**config.mk**
```make
export PLATFORM = sky130hd
export DESIGN_NAME = setb_cell
export DESIGN_NICKNAME = d
export VERILOG_FILES = /design/src/design/sorted_encoder_event_table_macros.svh /design/src/design/setb_pkg.sv /design/src/design/setb_cell.sv
export SDC_FILE = /design/constraint.sdc
export NUM_CORES = 1
export LEC_CHECK = 0
export BUFFER_PORTS_ARGS = -buffer_cell sky130_fd_sc_hd__buf_2
export CORE_MARGIN = 3
export CORE_UTILIZATION = 44
export CTS_CLUSTER_DIAMETER = 50
export DETAILED_ROUTE_END_ITERATION = 16
export PLACE_DENSITY = 0.95
export SLEW_MARGIN = 0
export SYNTH_ARGS = -nofsm -noshare
export SYNTH_HDL_FRONTEND = slang
export SYNTH_SLANG_ARGS = --single-unit
export TNS_END_PERCENT = 30
```
**constraint.sdc**
```tcl
create_clock -name clk_i -period 6 [get_ports clk_i]
set_input_delay 0.6 -clock clk_i [delete_from_list [all_inputs] [get_ports clk_i]]
set_output_delay 0.6 -clock clk_i [all_outputs]
set_load 0.05 [all_outputs]
```
**src/design/sorted_encoder_event_table_macros.svh**
```systemverilog
// Assertion macros for the sorted encoder event table.
// Included by the top level, which carries the concurrent checks; no other dependencies.
`ifndef SORTED_ENCODER_EVENT_TABLE_MACROS_SVH
`define SORTED_ENCODER_EVENT_TABLE_MACROS_SVH
`ifndef SYNTH
`define SETB_ASSERT(lbl, clk, rstn, prop, msg) \
  lbl: assert property (@(posedge clk) disable iff (!rstn) (prop)) else $error(msg);
`define SETB_ASSERT_NEVER(lbl, clk, rstn, cond, msg) \
  lbl: assert property (@(posedge clk) disable iff (!rstn) !(cond)) else $error(msg);
`else
`define SETB_ASSERT(lbl, clk, rstn, prop, msg)
`define SETB_ASSERT_NEVER(lbl, clk, rstn, cond, msg)
`endif
`endif

```
**src/design/setb_pkg.sv**
```systemverilog
// Shared types and codes for the sorted encoder event table.
// No dependencies; used by the cell, the top level, the checker and the testbench.
`timescale 1ns / 1ps
package setb_pkg;

  typedef enum logic [1:0] {
    ACT_CLEAR  = 2'd0,
    ACT_INSERT = 2'd1,
    ACT_REMOVE = 2'd2,
    ACT_REWIND = 2'd3
  } action_e;

  typedef enum logic [1:0] {
    ST_DONE    = 2'd0,
    ST_FULL    = 2'd1,
    ST_MISSING = 2'd2
  } status_e;

  typedef struct packed {
    logic [15:0] count;
    logic [3:0]  channel;
    logic [1:0]  kind;
  } entry_t;

  // Broadcast to every cell for the word being worked on
  typedef struct packed {
    logic   clear;
    logic   insert;
    logic   remove;
    entry_t ent;
  } op_t;

  // What a cell shows its neighbours
  typedef struct packed {
    logic        valid;
    entry_t      ent;
    logic        after;
    logic        found;
    logic [15:0] last;
  } cell_out_t;

endpackage

```
**src/design/setb_cell.sv**
```systemverilog
// One cell of the sorted chain: holds a single event and its valid bit.
// Depends on setb_pkg; takes data from its left or right neighbour.
`timescale 1ns / 1ps
module setb_cell (
  input  logic                  clk_i,
  input  logic                  rst_ni,
  input  setb_pkg::op_t         op_i,
  input  setb_pkg::cell_out_t   left_i,
  input  setb_pkg::cell_out_t   right_i,
  output setb_pkg::cell_out_t   cell_o
);
  import setb_pkg::*;

  logic   valid_q, valid_d;
  entry_t ent_q, ent_d;
  logic   after;
  logic   found;

  assign after = !valid_q || (ent_q.count > op_i.ent.count);
  assign found = left_i.found || (valid_q && (ent_q == op_i.ent));

  always_comb begin
    valid_d = valid_q;
    ent_d   = ent_q;
    if (op_i.clear) begin
      valid_d = 1'b0;
    end else if (op_i.insert && after) begin
      if (left_i.after) begin
        valid_d = left_i.valid;
        ent_d   = left_i.ent;
      end else begin
        valid_d = 1'b1;
        ent_d   = op_i.ent;
      end
    end else if (op_i.remove && found) begin
      valid_d = right_i.valid;
      ent_d   = right_i.ent;
    end
  end

  always_ff @(posedge clk_i or negedge rst_ni) begin
    if (!rst_ni) begin
      valid_q <= 1'b0;
    end else begin
      valid_q <= valid_d;
    end
  end

  always_ff @(posedge clk_i) begin
    ent_q <= ent_d;
  end

  assign cell_o.valid = valid_q;
  assign cell_o.ent   = ent_q;
  assign cell_o.after = after;
  assign cell_o.found = found;
  assign cell_o.last  = right_i.valid ? right_i.last : ent_q.count;

endmodule

```
==> impl_metrics.csv <==
group,metric,value,unit
status,outcome,"finished, final reports clean",
critical_path,worstPathMaxFanout,42,
finish,fin_nets,443,
routing,vias_per_cell,5.45,
sta,rsz0062_at_grt,"no",
floorplan,die_w,73.6,um
clocking,postCtsSetupBuffers,0,
power_and_ir_drop,p_leak,1.37,nW
synth,yosysTopAreaCellShare,32.8,%
global_route,grt_pass1_vias,1951,
clocking,ctsHtreeMaxLevel,1,
sta,post-route-min-period,3.41,ns
floorplan,core,4200,um2
sta,finalSetupTns,0,ns
sta,finalSetupViolations,0,
synth,synth_fp_nets,323,
global_route,grt_pass1_wl,8770,um
synth,synth_xor_area_share,2.61,%
routing,drt-initial-drc-count,83,
global_route,grtUsageMet1,24.1,%
critical_path,r2r_cells,8,
global_route,grt_overflow,0,
synth,synth_top_family_by_area,"multiplexers",
finish,postLayoutCoreUtil,64.2,%
global_route,top_usage_layer,"met2",
synth,synthArstFlopShare,4.35,%
clocking,clock_latency,0.26,ns
sta,clock_skew,0.00318,ns
clocking,cts_hold_buf,0,
routing,firstDrtPassIters,4,
synth,synth-compound-area-share,19.2,%
routing,wl_per_cell,16.1,um
sta,relSlewSlack,44.4,%
floorplan,io_pins,150,
sta,hold_viol,0,
run,cap_violations,0,
synth,synth_ff_type,"edfxtp_1",
finish,drive_gt1_share,50.2,%
global_route,grtUsageMet3,3.56,%
finish,n_antenna_cell,0,
synth,synth_top_cell_by_area,"edfxtp_1",
placed_design,gp_congestion,0.760,
critical_path,critPathArrivalTime,2.81,ns
floorplan,row_count,23,
clocking,cts_sinks,23,
critical_path,crit_path_start_kind,"flip-flop",
clocking,tritoncts,"done",
placed_design,dp_hpwl,4600,um
clocking,cts_max_path_buffers,2,
synth,synth_seq_cells,23,
synth,synth_cell_types,38,
clocking,cts-root-buf,"clkbuf_8",
synth,synth_warnings,0,
synth,synth_edf_count,22,
floorplan,dieArea,5420,um2
power_and_ir_drop,power_density,198,nW/um2
synth,syn_inst,198,
floorplan,initial_core_util,47.9,%
sta,min_period_over_period,56.8,%
synth,synth_fa_ha_area_share,9.95,%
sta,final-max-slew-violation-count,0,
finish,syn_to_final_growth,34.0,%
synth,synth.yosys.seq_area_share,34.1,%
placed_design,dp_cells,363,
global_route,antenna_found_initial,0,
synth,syn-cell-area,2010,um2
routing,drc,0,
synth,avgSynthCellArea,10.2,um2
synth,synth-simple-area-share,6.28,%
finish,fill_cells,344,
global_route,grtUsageTotal,20.9,%
power_and_ir_drop,p_total,0.534,mW
routing,vias,1999,
placed_design,port-buffer-count,131,
sta,fmax,293,MHz
synth,synth_area_leaders,"edfxtp_1 33%, mux2i_1 11%, ha_1 10%",
critical_path,crit_required,5.40,ns
global_route,grt_max_degree,48,
clocking,numCtsBuffers,3,
floorplan,die_height,73.6,um
finish,fin_cells,367,
synth,muxShareOfSynthArea,19.3,%
hold_path,hold_path_class,"in2async",
global_route,use_met2,39.5,%
critical_path,critPathKind,"reg2out",
clocking,clk_pin_slew,0.09,ns
sta,tightest_slew,0.833,ns
critical_path,cp-end-kind,"primary output",
clocking,post_cts_resized,0,
power_and_ir_drop,ir_worst_vdd,0.101,mV
routing,wirelength,5900,um
sta,hold-worst-slack,0.0883,ns
routing,ant_nets,0,
[flip-flops by register name (all words and copies together) (netlist names)]
signal,flops
valid_q,1
cell_o,22
[worst paths after layout]
path                                      startpoint                   end  slack [ns]
worst max-delay path            cell_o[38]$_DFFE_PP_            cell_o[17]        2.59
worst min-delay path                          rst_ni   valid_q$_DFFE_PN0P_        0.09
worst max register to register  cell_o[38]$_DFFE_PP_  cell_o[29]$_DFFE_PP_        3.30
worst min register to register   valid_q$_DFFE_PN0P_   valid_q$_DFFE_PN0P_        0.82
max in group asynchronous                     rst_ni   valid_q$_DFFE_PN0P_        5.83
min in group clk_i                          op_i[24]   valid_q$_DFFE_PN0P_        0.53
[layer usage]
| metal | vias to the layer above | share of wire, % |
|---|---|---|
| met3 | 8 | 7.7 |
| met1 | 913 | 38 |
| li1 | 989 | - |
| met5 | - | 0 |
| met2 | 89 | 53 |
| met4 | 0 | 1.1 |
[area by class of cell]
cell class	count	area, um2	share of cell area [%]
repair buffers	133	671	24.9
flip-flops and latches	23	686	25.4
well taps	50	62.6	2.32
clock inverters	1	5.00	0.186
clock buffers	3	41.3	1.53
inverters	17	63.8	2.37
multi-input cells	140	1170	43.3
[Yosys cell counts (2+ instances only)]
cell type / instances
a21oi_1: 29
a31oi_1: 22
buf_2: 5
buf_4: 3
buf_6: 3
clkbuf_1: 6
edfxtp_1: 22
ha_1: 16
inv_1: 17
mux2_2: 15
mux2i_1: 22
nand2_1: 6
o21ai_0: 3
xnor2_1: 2
xor2_1: 4
[cells in the final DEF, fill, tap and decap left out, types with 3 or more instances in the layout]
| master | count |
|---|---|
| edfxtp_1 | 22 |
| o21ai_0 | 3 |
| ha_1 | 16 |
| xor2_1 | 4 |
| mux2i_1 | 22 |
| a31oi_1 | 22 |
| clkbuf_8 | 3 |
| nand2_1 | 6 |
| inv_1 | 17 |
| a21oi_1 | 28 |
| buf_2 | 131 |
| mux2_2 | 15 |
[logic make-up after synthesis]
group | after synthesis
AOI/OAI and AO/OA | 62
muxes | 37
buffers and inverters | 35
DFF | 23
and+or+nand+nor | 19
adders and majority gates | 16
xor gates and xnor gates | 6
[per-stage QoR]
step                      area, um2  setup WS [ns]
after floorplan                2010           2.53
after global placement         2650           2.63
after detailed placement       2650           2.58
after CTS                      2700           2.58
after global routing           2700           2.40
final                          2700           2.59
[critical path, cell delays in order (launching register included)]
cell and delay [ns]:
edfxtp_1 0.44, ha_1 0.35, nand4_2 0.14, nor4_2 0.34, o21ai_1 0.16, a31oi_4 0.31
buf_4 0.45, buf_2 0.35
[report_power, final]
part / switching (mW) / leakage, nW / internal, mW
combinational: 0.155 / 1.12 / 0.0791
sequential: 0.00856 / 0.218 / 0.193
clock: 0.0518 / 0.0255 / 0.0464
Power figures use the tool's default switching activity.
